<file path="src/sv/cts_pkg.sv">
`default_nettype none
// ----------------------------------------------------------------------------
// cts_pkg: shared definitions for the cosine series block
// Field widths, fixed-point formats, term limit and sequencer states.
// ----------------------------------------------------------------------------
package cts_pkg;

   localparam int MAX_TERMS   = 24;

   localparam int ANGLE_W     = 32;
   localparam int COS_W       = 32;
   localparam int TERMS_W     = 5;
   localparam int THR_W       = 31;
   localparam int THR_SHIFT   = 10;

   localparam int MAG_W       = 32;
   localparam int X2_W        = 63;
   localparam int FRAC_BITS   = 40;
   localparam int TERM_W      = 56;
   localparam int TERM_LO_W   = 28;
   localparam int TERM_HI_W   = TERM_W - TERM_LO_W;
   localparam int X2_LO_W     = 32;
   localparam int X2_HI_W     = X2_W - X2_LO_W;
   localparam int MUL_W       = 32;
   localparam int PROD_W      = 2 * MUL_W;
   localparam int ACC_W       = TERM_W + X2_W;
   localparam int P_SHIFT     = 56;
   localparam int SUM_W       = 58;

   localparam int NUM_W       = 64;
   localparam int DIV_BITS    = 4;
   localparam int DIV_STEPS   = NUM_W / DIV_BITS;
   localparam int DIV_CNT_W   = $clog2(DIV_STEPS);

   localparam int CNT_W       = $clog2(MAX_TERMS + 1);
   localparam int DIV_W       = 2 * CNT_W + 2;

   localparam int MSTEP_W     = 3;
   localparam int MUL_STEPS   = 4;

   typedef enum logic [2:0] {
      ST_IDLE,
      ST_SQUARE,
      ST_SQ_LOAD,
      ST_MUL,
      ST_DIV_LOAD,
      ST_DIV,
      ST_CHECK,
      ST_FINISH
   } state_type;

   function automatic logic [TERMS_W-1:0] to_terms(input logic [CNT_W-1:0] u);
      logic [CNT_W+TERMS_W-1:0] w;
      w = {{TERMS_W{1'b0}}, u};
      return w[TERMS_W-1:0];
   endfunction

endpackage
`default_nettype wire

</file>
<file path="src/sv/cosine_taylor_series.sv">
`default_nettype none
// ----------------------------------------------------------------------------
// cosine_taylor_series: cosine of a Q4.28 angle by Maclaurin series
// Sums 1 - x^2/2! + x^4/4! - ... until a term falls to the accuracy
// threshold or the term limit is hit; result in Q2.30, saturated to +-1.
//
// Usage:
//  - req_*: one angle per transaction, accepted when req_valid && !req_stall.
//    req_stall is high from acceptance until the result has been moved to
//    the output register; the block works on one angle at a time.
//  - rsp_*: cosine, terms_used, limit_reached, held while rsp_stall is high.
//    A waiting result does not block acceptance of the next angle.
//  - csr_*: accuracy threshold write, always ready; write only when idle.
// Each term uses the shared 32x32 multiplier (four partial products of
//  term * x^2) and a radix-16 divider for the (2n-1)(2n) division, plus
//  load and check.
// Reset: synchronous; clears the sequencer and output valid, threshold = 1.
// ----------------------------------------------------------------------------
module cosine_taylor_series (
   input  wire logic                              clock,
   input  wire logic                              reset,
   input  wire logic                              req_valid,
   output      logic                              req_stall,
   input  wire logic signed [cts_pkg::ANGLE_W-1:0] req_angle,
   output      logic                              rsp_valid,
   input  wire logic                              rsp_stall,
   output      logic signed [cts_pkg::COS_W-1:0]   rsp_cosine,
   output      logic [cts_pkg::TERMS_W-1:0]        rsp_terms_used,
   output      logic                              rsp_limit_reached,
   input  wire logic                              csr_valid,
   output      logic                              csr_ready,
   input  wire logic [cts_pkg::THR_W-1:0]          csr_accuracy_threshold
);
   import cts_pkg::*;

   localparam logic signed [SUM_W-1:0] SUM_ONE = SUM_W'(64'sd1 <<< FRAC_BITS);
   localparam logic signed [SUM_W-1:0] SUM_RND = SUM_W'(64'sd1 <<< (THR_SHIFT - 1));
   localparam logic signed [COS_W-1:0] COS_POS = COS_W'(64'sd1 <<< 30);
   localparam logic signed [COS_W-1:0] COS_NEG = -COS_POS;

   state_type state_ff, state_in;

   logic [THR_W-1:0]           thr_ff;
   logic [MAG_W-1:0]           mag_ff;
   logic [X2_W-1:0]            x2_ff;
   logic [TERM_W-1:0]          term_ff;
   logic signed [SUM_W-1:0]    sum_ff;
   logic [CNT_W-1:0]           used_ff;
   logic                       hit_ff;
   logic [MSTEP_W-1:0]         mstep_ff;
   logic [PROD_W-1:0]          prod_ff;
   logic [ACC_W-1:0]           acc_ff;
   logic [DIV_W-1:0]           d_ff;
   logic [NUM_W-1:0]           div_ff;
   logic [DIV_W-1:0]           rem_ff;
   logic [DIV_CNT_W-1:0]       dcnt_ff;

   logic                       rsp_valid_ff;
   logic signed [COS_W-1:0]    cos_ff;
   logic [TERMS_W-1:0]         terms_ff;
   logic                       limit_ff;

   logic                       req_take;
   logic                       out_load;
   logic                       div_last;
   logic                       term_small;
   logic                       last_term;

   logic [MUL_W-1:0]           mul_a, mul_b;
   logic [PROD_W-1:0]          mul_p;
   logic [ACC_W-1:0]           acc_add;
   logic [NUM_W-1:0]           limit;
   logic [DIV_W-1:0]           d_f1;
   logic [DIV_W-1:0]           d_f2;
   logic [DIV_W-1:0]           d_new;
   logic [NUM_W-1:0]           div_q;
   logic [DIV_W-1:0]           div_r;
   logic signed [SUM_W-1:0]    sum_rnd;
   logic signed [COS_W-1:0]    cos_val;
   logic [ANGLE_W-1:0]         angle_neg;

   // ---------------- next state ----------------
   always_comb begin
      state_in = state_ff;
      unique case (state_ff)
         ST_IDLE:     if (req_take) state_in = ST_SQUARE;
         ST_SQUARE:   state_in = ST_SQ_LOAD;
         ST_SQ_LOAD:  state_in = ST_MUL;
         ST_MUL:      if (mstep_ff == MSTEP_W'(MUL_STEPS)) state_in = ST_DIV_LOAD;
         ST_DIV_LOAD: state_in = ST_DIV;
         ST_DIV:      if (div_last) state_in = ST_CHECK;
         ST_CHECK:    if (term_small || last_term) state_in = ST_FINISH;
                      else state_in = ST_MUL;
         ST_FINISH:   if (out_load) state_in = ST_IDLE;
         default:     state_in = ST_IDLE;
      endcase
   end

   // ---------------- control outputs ----------------
   always_comb begin
      req_stall = 1'b1;
      out_load  = 1'b0;
      csr_ready = 1'b1;
      unique case (state_ff)
         ST_IDLE:   req_stall = 1'b0;
         ST_FINISH: out_load  = !rsp_valid_ff || !rsp_stall;
         default:   req_stall = 1'b1;
      endcase
   end

   assign req_take   = req_valid && !req_stall;
   assign div_last   = (dcnt_ff == DIV_CNT_W'(DIV_STEPS - 1));
   assign limit      = {{(NUM_W - THR_W - THR_SHIFT){1'b0}}, thr_ff, {THR_SHIFT{1'b0}}};
   assign term_small = (div_ff <= limit);
   assign last_term  = (used_ff == CNT_W'(MAX_TERMS - 1));
   assign angle_neg  = -req_angle;

   // shared multiplier: square of the angle, then partial products of term * x^2
   always_comb begin
      if (state_ff == ST_SQUARE) begin
         mul_a = mag_ff;
         mul_b = mag_ff;
      end else begin
         case (mstep_ff[1:0])
            2'd0: begin
               mul_a = MUL_W'(term_ff[TERM_LO_W-1:0]);
               mul_b = x2_ff[X2_LO_W-1:0];
            end
            2'd1: begin
               mul_a = MUL_W'(term_ff[TERM_LO_W-1:0]);
               mul_b = MUL_W'(x2_ff[X2_W-1:X2_LO_W]);
            end
            2'd2: begin
               mul_a = MUL_W'(term_ff[TERM_W-1:TERM_LO_W]);
               mul_b = x2_ff[X2_LO_W-1:0];
            end
            default: begin
               mul_a = MUL_W'(term_ff[TERM_W-1:TERM_LO_W]);
               mul_b = MUL_W'(x2_ff[X2_W-1:X2_LO_W]);
            end
         endcase
      end
      mul_p = mul_a * mul_b;
   end

   // product issued in the previous step, placed at its weight
   always_comb begin
      case (mstep_ff)
         MSTEP_W'(1): acc_add = ACC_W'(prod_ff);
         MSTEP_W'(2): acc_add = ACC_W'(prod_ff) << X2_LO_W;
         MSTEP_W'(3): acc_add = ACC_W'(prod_ff) << TERM_LO_W;
         default:     acc_add = ACC_W'(prod_ff) << (TERM_LO_W + X2_LO_W);
      endcase
   end

   // divisor (2n-1)(2n) with n = used + 1
   assign d_f1  = {{(DIV_W - CNT_W - 1){1'b0}}, used_ff, 1'b1};
   assign d_f2  = {{(DIV_W - CNT_W - 1){1'b0}}, used_ff + CNT_W'(1), 1'b0};
   assign d_new = d_f1 * d_f2;

   // radix-16 restoring division step
   always_comb begin
      logic [DIV_W:0] t;
      div_q = div_ff;
      div_r = rem_ff;
      for (int i = 0; i < DIV_BITS; i++) begin
         t     = {div_r, div_q[NUM_W-1]};
         div_q = {div_q[NUM_W-2:0], 1'b0};
         if (t >= {1'b0, d_ff}) begin
            t        = t - {1'b0, d_ff};
            div_q[0] = 1'b1;
         end
         div_r = t[DIV_W-1:0];
      end
   end

   // round to Q2.30 and saturate
   always_comb begin
      sum_rnd = sum_ff + SUM_RND;
      if (sum_ff >= SUM_ONE)
         cos_val = COS_POS;
      else if (sum_ff <= -SUM_ONE)
         cos_val = COS_NEG;
      else
         cos_val = sum_rnd[COS_W+THR_SHIFT-1:THR_SHIFT];
   end

   // ---------------- control registers ----------------
   always_ff @(posedge clock) begin
      if (reset) begin
         state_ff     <= ST_IDLE;
         thr_ff       <= THR_W'(1);
         rsp_valid_ff <= 1'b0;
      end else begin
         state_ff <= state_in;
         if (csr_valid && csr_ready)
            thr_ff <= csr_accuracy_threshold;
         if (out_load)
            rsp_valid_ff <= 1'b1;
         else if (!rsp_stall)
            rsp_valid_ff <= 1'b0;
      end
   end

   // ---------------- datapath ----------------
   always_ff @(posedge clock) begin
      if (state_ff == ST_IDLE && req_take) begin
         mag_ff  <= req_angle[ANGLE_W-1] ? angle_neg : req_angle;
         term_ff <= TERM_W'(64'd1 << FRAC_BITS);
         sum_ff  <= SUM_ONE;
         used_ff <= '0;
         hit_ff  <= 1'b0;
      end
      if (state_ff == ST_SQUARE)
         prod_ff <= mul_p;
      if (state_ff == ST_SQ_LOAD) begin
         x2_ff    <= prod_ff[X2_W-1:0];
         mstep_ff <= '0;
      end
      if (state_ff == ST_MUL) begin
         mstep_ff <= mstep_ff + MSTEP_W'(1);
         prod_ff  <= mul_p;
         if (mstep_ff == '0) begin
            acc_ff <= '0;
            d_ff   <= d_new;
         end else begin
            acc_ff <= acc_ff + acc_add;
         end
      end
      if (state_ff == ST_DIV_LOAD) begin
         div_ff  <= NUM_W'(acc_ff[ACC_W-1:P_SHIFT]) + NUM_W'(d_ff >> 1);
         rem_ff  <= '0;
         dcnt_ff <= '0;
      end
      if (state_ff == ST_DIV) begin
         div_ff  <= div_q;
         rem_ff  <= div_r;
         dcnt_ff <= dcnt_ff + DIV_CNT_W'(1);
      end
      if (state_ff == ST_CHECK && !term_small) begin
         term_ff  <= div_ff[TERM_W-1:0];
         mstep_ff <= '0;
         used_ff  <= used_ff + CNT_W'(1);
         if (used_ff[0] == 1'b0)
            sum_ff <= sum_ff - SUM_W'(div_ff[TERM_W-1:0]);
         else
            sum_ff <= sum_ff + SUM_W'(div_ff[TERM_W-1:0]);
         if (last_term)
            hit_ff <= 1'b1;
      end
      if (out_load) begin
         cos_ff   <= cos_val;
         terms_ff <= to_terms(used_ff);
         limit_ff <= hit_ff;
      end
   end

   assign rsp_valid         = rsp_valid_ff;
   assign rsp_cosine        = cos_ff;
   assign rsp_terms_used    = terms_ff;
   assign rsp_limit_reached = limit_ff;

endmodule
`default_nettype wire

</file>
<file path="config.mk">
export PLATFORM = sky130hd
export DESIGN_NAME = cosine_taylor_series
export DESIGN_NICKNAME = d
export VERILOG_FILES = /design/src/sv/cts_pkg.sv /design/src/sv/cosine_taylor_series.sv
export SDC_FILE = /design/constraint.sdc
export NUM_CORES = 2
export LEC_CHECK = 0
export ABC_AREA = 0
export CORE_ASPECT_RATIO = 1.75
export CORE_MARGIN = 2
export CORE_UTILIZATION = 35
export DETAILED_ROUTE_END_ITERATION = 12
export DONT_BUFFER_PORTS = 1
export GPL_TIMING_DRIVEN = 1
export PLACE_DENSITY = 0.53
export SLEW_MARGIN = 10
export SYNTH_ARGS = -nofsm -noshare
export SYNTH_HDL_FRONTEND = slang
export SYNTH_SLANG_ARGS = --single-unit
</file>
<file path="constraint.sdc">
create_clock -name clock -period 10.9 [get_ports clock]
set_input_delay 1.09 -clock clock [delete_from_list [all_inputs] [get_ports clock]]
set_output_delay 1.09 -clock clock [all_outputs]
set_load 0.005 [all_outputs]
</file>
Word level (Yosys, flattened, before mapping)
Index checks and enable logic that the tools add are counted. W data, S select, Z words.

Flip-flop bits (word level): 565. Bits of input ports: 68. Output and inout bits: 41.

Add/subtract/negate cells: 13. $mul: 2. $lt $le $gt $ge: 7. Equal/unequal tests: 20. Multiplexer cells: 45. Reductions and logical operators: 20.

Operators with widths (number): $pmux W119 S3 (1); $mux W64 (4); $mux W58 (3); $mux W32 (4); $add A119 B119 Y119 (1); $mux W56 (2); $mux W12 (6); $add A63 B11 Y64 (1); $le A64 B41 Y1 (1); $mul A32 B32 Y64 (1); $add A58 B56 Y58 (1); $ge A58 B42 Y1 const B (1); $le A58 B41 Y1 const B (1); $sub A58 B56 Y58 (1); $ge A13 B12 Y1 (4); $sub A12 B12 Y12 (4); $add A42 B11 Y42 const B (1); $neg A32 Y32 (1); $mux W31 (1); $mux W28 (1); $pmux W3 S8 (1); $mux W3 (7); $eq A3 B3 Y1 const B (5); $eq A3 B2 Y1 const B (4); other kinds (23) (50).

Logic depth before layout (Yosys ltp)
Depth after elaboration: 9. Depth in mapped cells: 47.

Worst setup path before layout
No wires, ideal clock.

Path type: reg-to-reg. Start point: reg d_ff[2]. End point: reg rem_ff[2], data pin. Data arrival time: 9755 ps. Data required time: 10644 ps. Slack: 889 ps. Stages on the path, launching flop included: 45. Buffers on the path: 6. Period minus slack after synthesis: 10011 ps. Cells stage by stage: edfxtp_1 -> inv_1 -> ha_1 -> and4b_1 -> a211oi_1 -> nand3_1 -> a2111oi_4 -> clkbuf_1 -> clkbuf_1 -> nor3_1 -> a21oi_1 -> inv_1 -> ha_1 -> o21ai_0 -> a21oi_1 -> o211ai_1 -> nand2_1 -> o41a_1 -> [9 not listed] -> a211oi_1 -> or4b_1 -> buf_2 -> clkbuf_1 -> o22a_1 -> o21ai_0 -> ha_1 -> nor2b_1 -> o21ai_0 -> a21boi_0 -> o21ai_0 -> a21oi_1 -> or4_1 -> a31o_2 -> and4b_1 -> nor2_4 -> buf_6 -> o211a_1.

Longest elaborated chain between the ends: 9.

Ends and longest elaborated chain: from (decl) (RTL line cosine_taylor_series.sv:53) `logic [DIV_W-1:0] d_ff;`; from (signal assigned) (RTL line cosine_taylor_series.sv:225) `d_ff <= d_new;`; $sub A12 B12 Y12 / $ge A13 B12 Y1 (equally long branches) (RTL line cosine_taylor_series.sv:170, cosine_taylor_series.sv:169); $mux W12 (RTL line cosine_taylor_series.sv:169) `if (t >= {1'b0, d_ff}) begin`; $sub A12 B12 Y12 / $ge A13 B12 Y1 (equally long branches) (RTL line cosine_taylor_series.sv:170, cosine_taylor_series.sv:169); $mux W12 (RTL line cosine_taylor_series.sv:169); $ge A13 B12 Y1 / $sub A12 B12 Y12 (equally long branches) (RTL line cosine_taylor_series.sv:169, cosine_taylor_series.sv:170); $mux W12 (RTL line cosine_taylor_series.sv:169); $sub A12 B12 Y12 / $ge A13 B12 Y1 (equally long branches) (RTL line cosine_taylor_series.sv:170, cosine_taylor_series.sv:169); $mux W12 * (RTL line cosine_taylor_series.sv:169); $mux W12 * (RTL line cosine_taylor_series.sv:235) `if (state_ff == ST_DIV) begin`; to (signal assigned) (RTL line cosine_taylor_series.sv:237) `rem_ff <= div_r;`; to (decl) (RTL line cosine_taylor_series.sv:55) `logic [DIV_W-1:0] rem_ff;`.

Every way passes the cells marked *; elsewhere a longest branch is shown, timed or not. A chain may end at the register's enable or synchronous reset.

Worst setup path after layout
Start point: reg mstep_ff[0]. End point: reg prod_ff[63], data pin.

Longest elaborated chain between the ends: 7.

Ends and longest elaborated chain: from (decl) (RTL line cosine_taylor_series.sv:50) `logic [MSTEP_W-1:0] mstep_ff;`; from (signal assigned) (RTL line cosine_taylor_series.sv:221) `mstep_ff <= mstep_ff + MSTEP_W'(1);`; $eq A2 B1 Y1, or another cell as far along (RTL line cosine_taylor_series.sv:124) `case (mstep_ff[1:0])`; $reduce_or A2 Y1 (no line); $mux W28 / $mux W32 (equally long branches) (RTL line cosine_taylor_series.sv:124); $mux W32 (RTL line cosine_taylor_series.sv:120) `if (state_ff == ST_SQUARE) begin`; $mul A32 B32 Y64 * (RTL line cosine_taylor_series.sv:143) `mul_p = mul_a * mul_b;`; via mul_p[63] (RTL line cosine_taylor_series.sv:70) `logic [PROD_W-1:0] mul_p;`; $mux W64 (RTL line cosine_taylor_series.sv:214) `if (state_ff == ST_SQUARE)`; $mux W64 * (RTL line cosine_taylor_series.sv:220) `if (state_ff == ST_MUL) begin`; to (signal assigned) (RTL line cosine_taylor_series.sv:215) `prod_ff <= mul_p;`; to (signal assigned) (RTL line cosine_taylor_series.sv:222) `prod_ff <= mul_p;`; to (decl) (RTL line cosine_taylor_series.sv:51) `logic [PROD_W-1:0] prod_ff;`.

The timed path passes the listed nets; every way through them passes the cells marked *. The select of a mux whose other input is x is not followed.

==> impl_results.md <==
* CP endpoint: prod_ff[63]
* Proportion of layout cells with a drive suffix above 1 at 5.96%
* Reg-to-Reg End: prod_ff[63]
* Root Buffer: clkbuf_16
* Max cap viols at 1
* Iteration-0 DRC Markers at 4358
* Drt drc at 0
* HP Class: input pin to register
* First-pass GRT wire length at 429000 um
* Synthesized area at 73000 um^2
* Die width at 349 um
* TritonCTS clock tree: yes
* Outcome: complete, but fails checks
* Failing checks: capacitance limit
* Largest net degree at the start of global routing at 114
* Antenna Nets Post-Route at 0
* FMAX at 95.2 MHz
* Period utilisation layout at 96.4%
* Core Area at 207000 um^2
* 1st-pass router iterations at 10
* Minimum clock period at 10.51 ns
* Number of CTS-inserted buffers at 61
* Final Skew at 0.0991 ns
* R2r worst-path depth at 33
* Worst R2R Start: mstep_ff[0]
* CP most frequent cell: fa_1
* Tot GR Track Use at 27.8%
* IO Port Bufs at 0
* Clock latency on the worst-skew pair at 0.76 ns
* Final instance area at 79900 um^2
* Vias in the first global route at 63800
* Slew @ Worst Pin at 1.49 ns
* Global-route congestion overflow total at 0
* Nets@finish at 9678
* Final Hold Vio Count at 0
* Synth warn at 0
* Setup crit end kind: register
* Total Negative Setup Slacks at 0 ns
* FF-to-FF setup slack at 0.39 ns
* Critical path data required time at 11.30 ns
* Fillers at 20800
* Sinks on Clock Net at 565
* Area growth syn-to-layout at 9.53%
* Slew Limit Fails at 0
* Initial antenna violation count at 6
* WL per Instance at 27.2 um
* Die area at 212000 um^2
* Post-CTS Hold Buffers at 0
* Initial Utilization at 35.2%
* Vias/cell at 5.50
* Highest-delay cell along the critical path: fa_1
* RSZ-0062 raised after global routing: no
* Worst EP arrival at 10.90 ns
* Final hold slack at 0.402 ns
* Relative slew margins at 0.0857%
* Cells after synthesis at 8139
* Setup crit start kind: register
* DR vias at 59800
* Placed Area at 77600 um^2
* Die Ht at 608 um
* HPWL after DPL at 244000 um
* Util after Layout at 38.6%
* Ys async rst share at 0%
* Crit-path max FO at 23
* I/O pin count at 109
* Final setup vio count at 0
* H-tree Lvls at 2
* Number of synthesized register bits at 565
* Synth cell types at 91
* Slowest stage delay, CP at 0.60 ns
* Critical path start-end classification: register to register
* Synth Flop Type: edfxtp_1
* GP Congestion at 1.02
* Std cell rows at 221
* Register area share after synthesis at 22.7%
* Avg Inst Size Synth at 8.97 um^2
* Clock Path Buffers at 3
* Post-synth EDFFs at 526
* Syn_nets at 9682
* Routed WL at 295000 um
* Reg clk slew, reported paths at 0.07 ns
* Setup crit start: mstep_ff[0]
[worst min path at each step]
stage | from | to | cells past startpoint
CTS | reset | thr_ff[7] | 1
global route | reset | thr_ff[7] | 1
finish | reset | thr_ff[19] | 1
floorplan | hit_ff | rsp_limit_reached | 0
global placement | hit_ff | rsp_limit_reached | 0
detailed placement | hit_ff | rsp_limit_reached | 0
[timing repair]
action	in CTS	in global routing
endpoints found under the setup margin	0	18
endpoints found under the hold margin	0	0
gates resized for setup	0	9
setup buffers	0	0
[Yosys cell counts (102+ instances only)]
master    count  area [um^2]
inv_1      1214         4560
nor2_1      955         3580
fa_1        915        18300
nand2_1     905         3400
ha_1        560         7010
edfxtp_1    526        15800
a21oi_1     453         2270
clkbuf_1    319         1200
o21ai_0     300         1500
xnor2_1     221         1940
a21o_1      200         1500
xor2_1      195         1710
and3_1      152          951
mux2i_1     102         1020
nand3_1     102          510
[final cells by class]
class,count,area [um^2],share of cell area [%]
Multi-Input combinational cell,5993,50700,63.4
Sequential cell,565,16600,20.7
Inverter,1215,4560,5.71
Tap cell,2676,3350,4.19
Timing Repair Buffer,299,2530,3.17
Clock buffer,72,1570,1.96
Clock inverter,44,668,0.836
Antenna cell,2,5.00,0.00626
[kinds of logic after synthesis]
logic type | count (synthesis) | share of synthesized area [%]
xor gates and xnor gates | 416 | 4.99
DFF | 565 | 22.7
and+or+nand+nor | 2616 | 15.9
other | 1 | 0.00514
buffers and inverters | 1581 | 8.15
muxes | 108 | 1.49
AOI/OAI and AO/OA | 1377 | 12.0
adders and majority gates | 1475 | 34.7
[per-stage QoR]
| stage | setup slack (ns) | cells |
|---|---|---|
| after floorplan | 0.889 | 8139 |
| after global placement | 0.377 | 10700 |
| after detailed placement | 0.413 | 10700 |
| after CTS | 0.215 | 10900 |
| after global routing | 0.0296 | 10900 |
| final | 0.394 | 10900 |
[per-layer routing]
layer / up-vias / track usage [%] / wire, um
met3: 897 / 2.97 / 12300
li1: 26800 / - / -
met1: 30000 / 26.6 / 94100
met5: - / 0 / 31
met4: 4 / 25.3 / 33200
met2: 2067 / 51.7 / 156000
[state kept, by name, indices dropped and copies added (netlist names)]
name               cells
acc_ff               119
div_ff                64
prod_ff               64
x2_ff                 63
sum_ff                58
term_ff               56
mag_ff                32
rsp_cosine            32
thr_ff                31
rem_ff                12
d_ff                  11
rsp_terms_used         5
used_ff                5
dcnt_ff                4
mstep_ff               3
state_ff               3
hit_ff                 1
rsp_limit_reached      1
rsp_valid              1
[cells in the final DEF, fill, tap and decap left out, drive strengths merged, types with 50 or more instances in the layout]
cell / count
a21o: 200
a21oi: 455
a222oi: 60
and2: 97
and3: 154
buf: 299
clkbuf: 72
edfxtp: 526
fa: 915
ha: 560
inv: 1220
mux2i: 102
nand2: 906
nand3: 102
nand4: 95
nor2: 956
nor2b: 50
nor3: 80
o21ai: 303
o21bai: 63
xnor2: 221
xor2: 195
[worst max-delay path, delay by kind of cell (launching register included)]
kind	cells	cell delay [ns]
compound gates	8	2.17
buf+inv	10	1.41
fa+ha+maj	10	5.01
flops	1	0.42
simple gates	3	0.39
mux	2	0.74
Power is left out: the tool's default activity adds up to more than one toggle a clock period on the data nets, which glitch-free logic cannot reach.
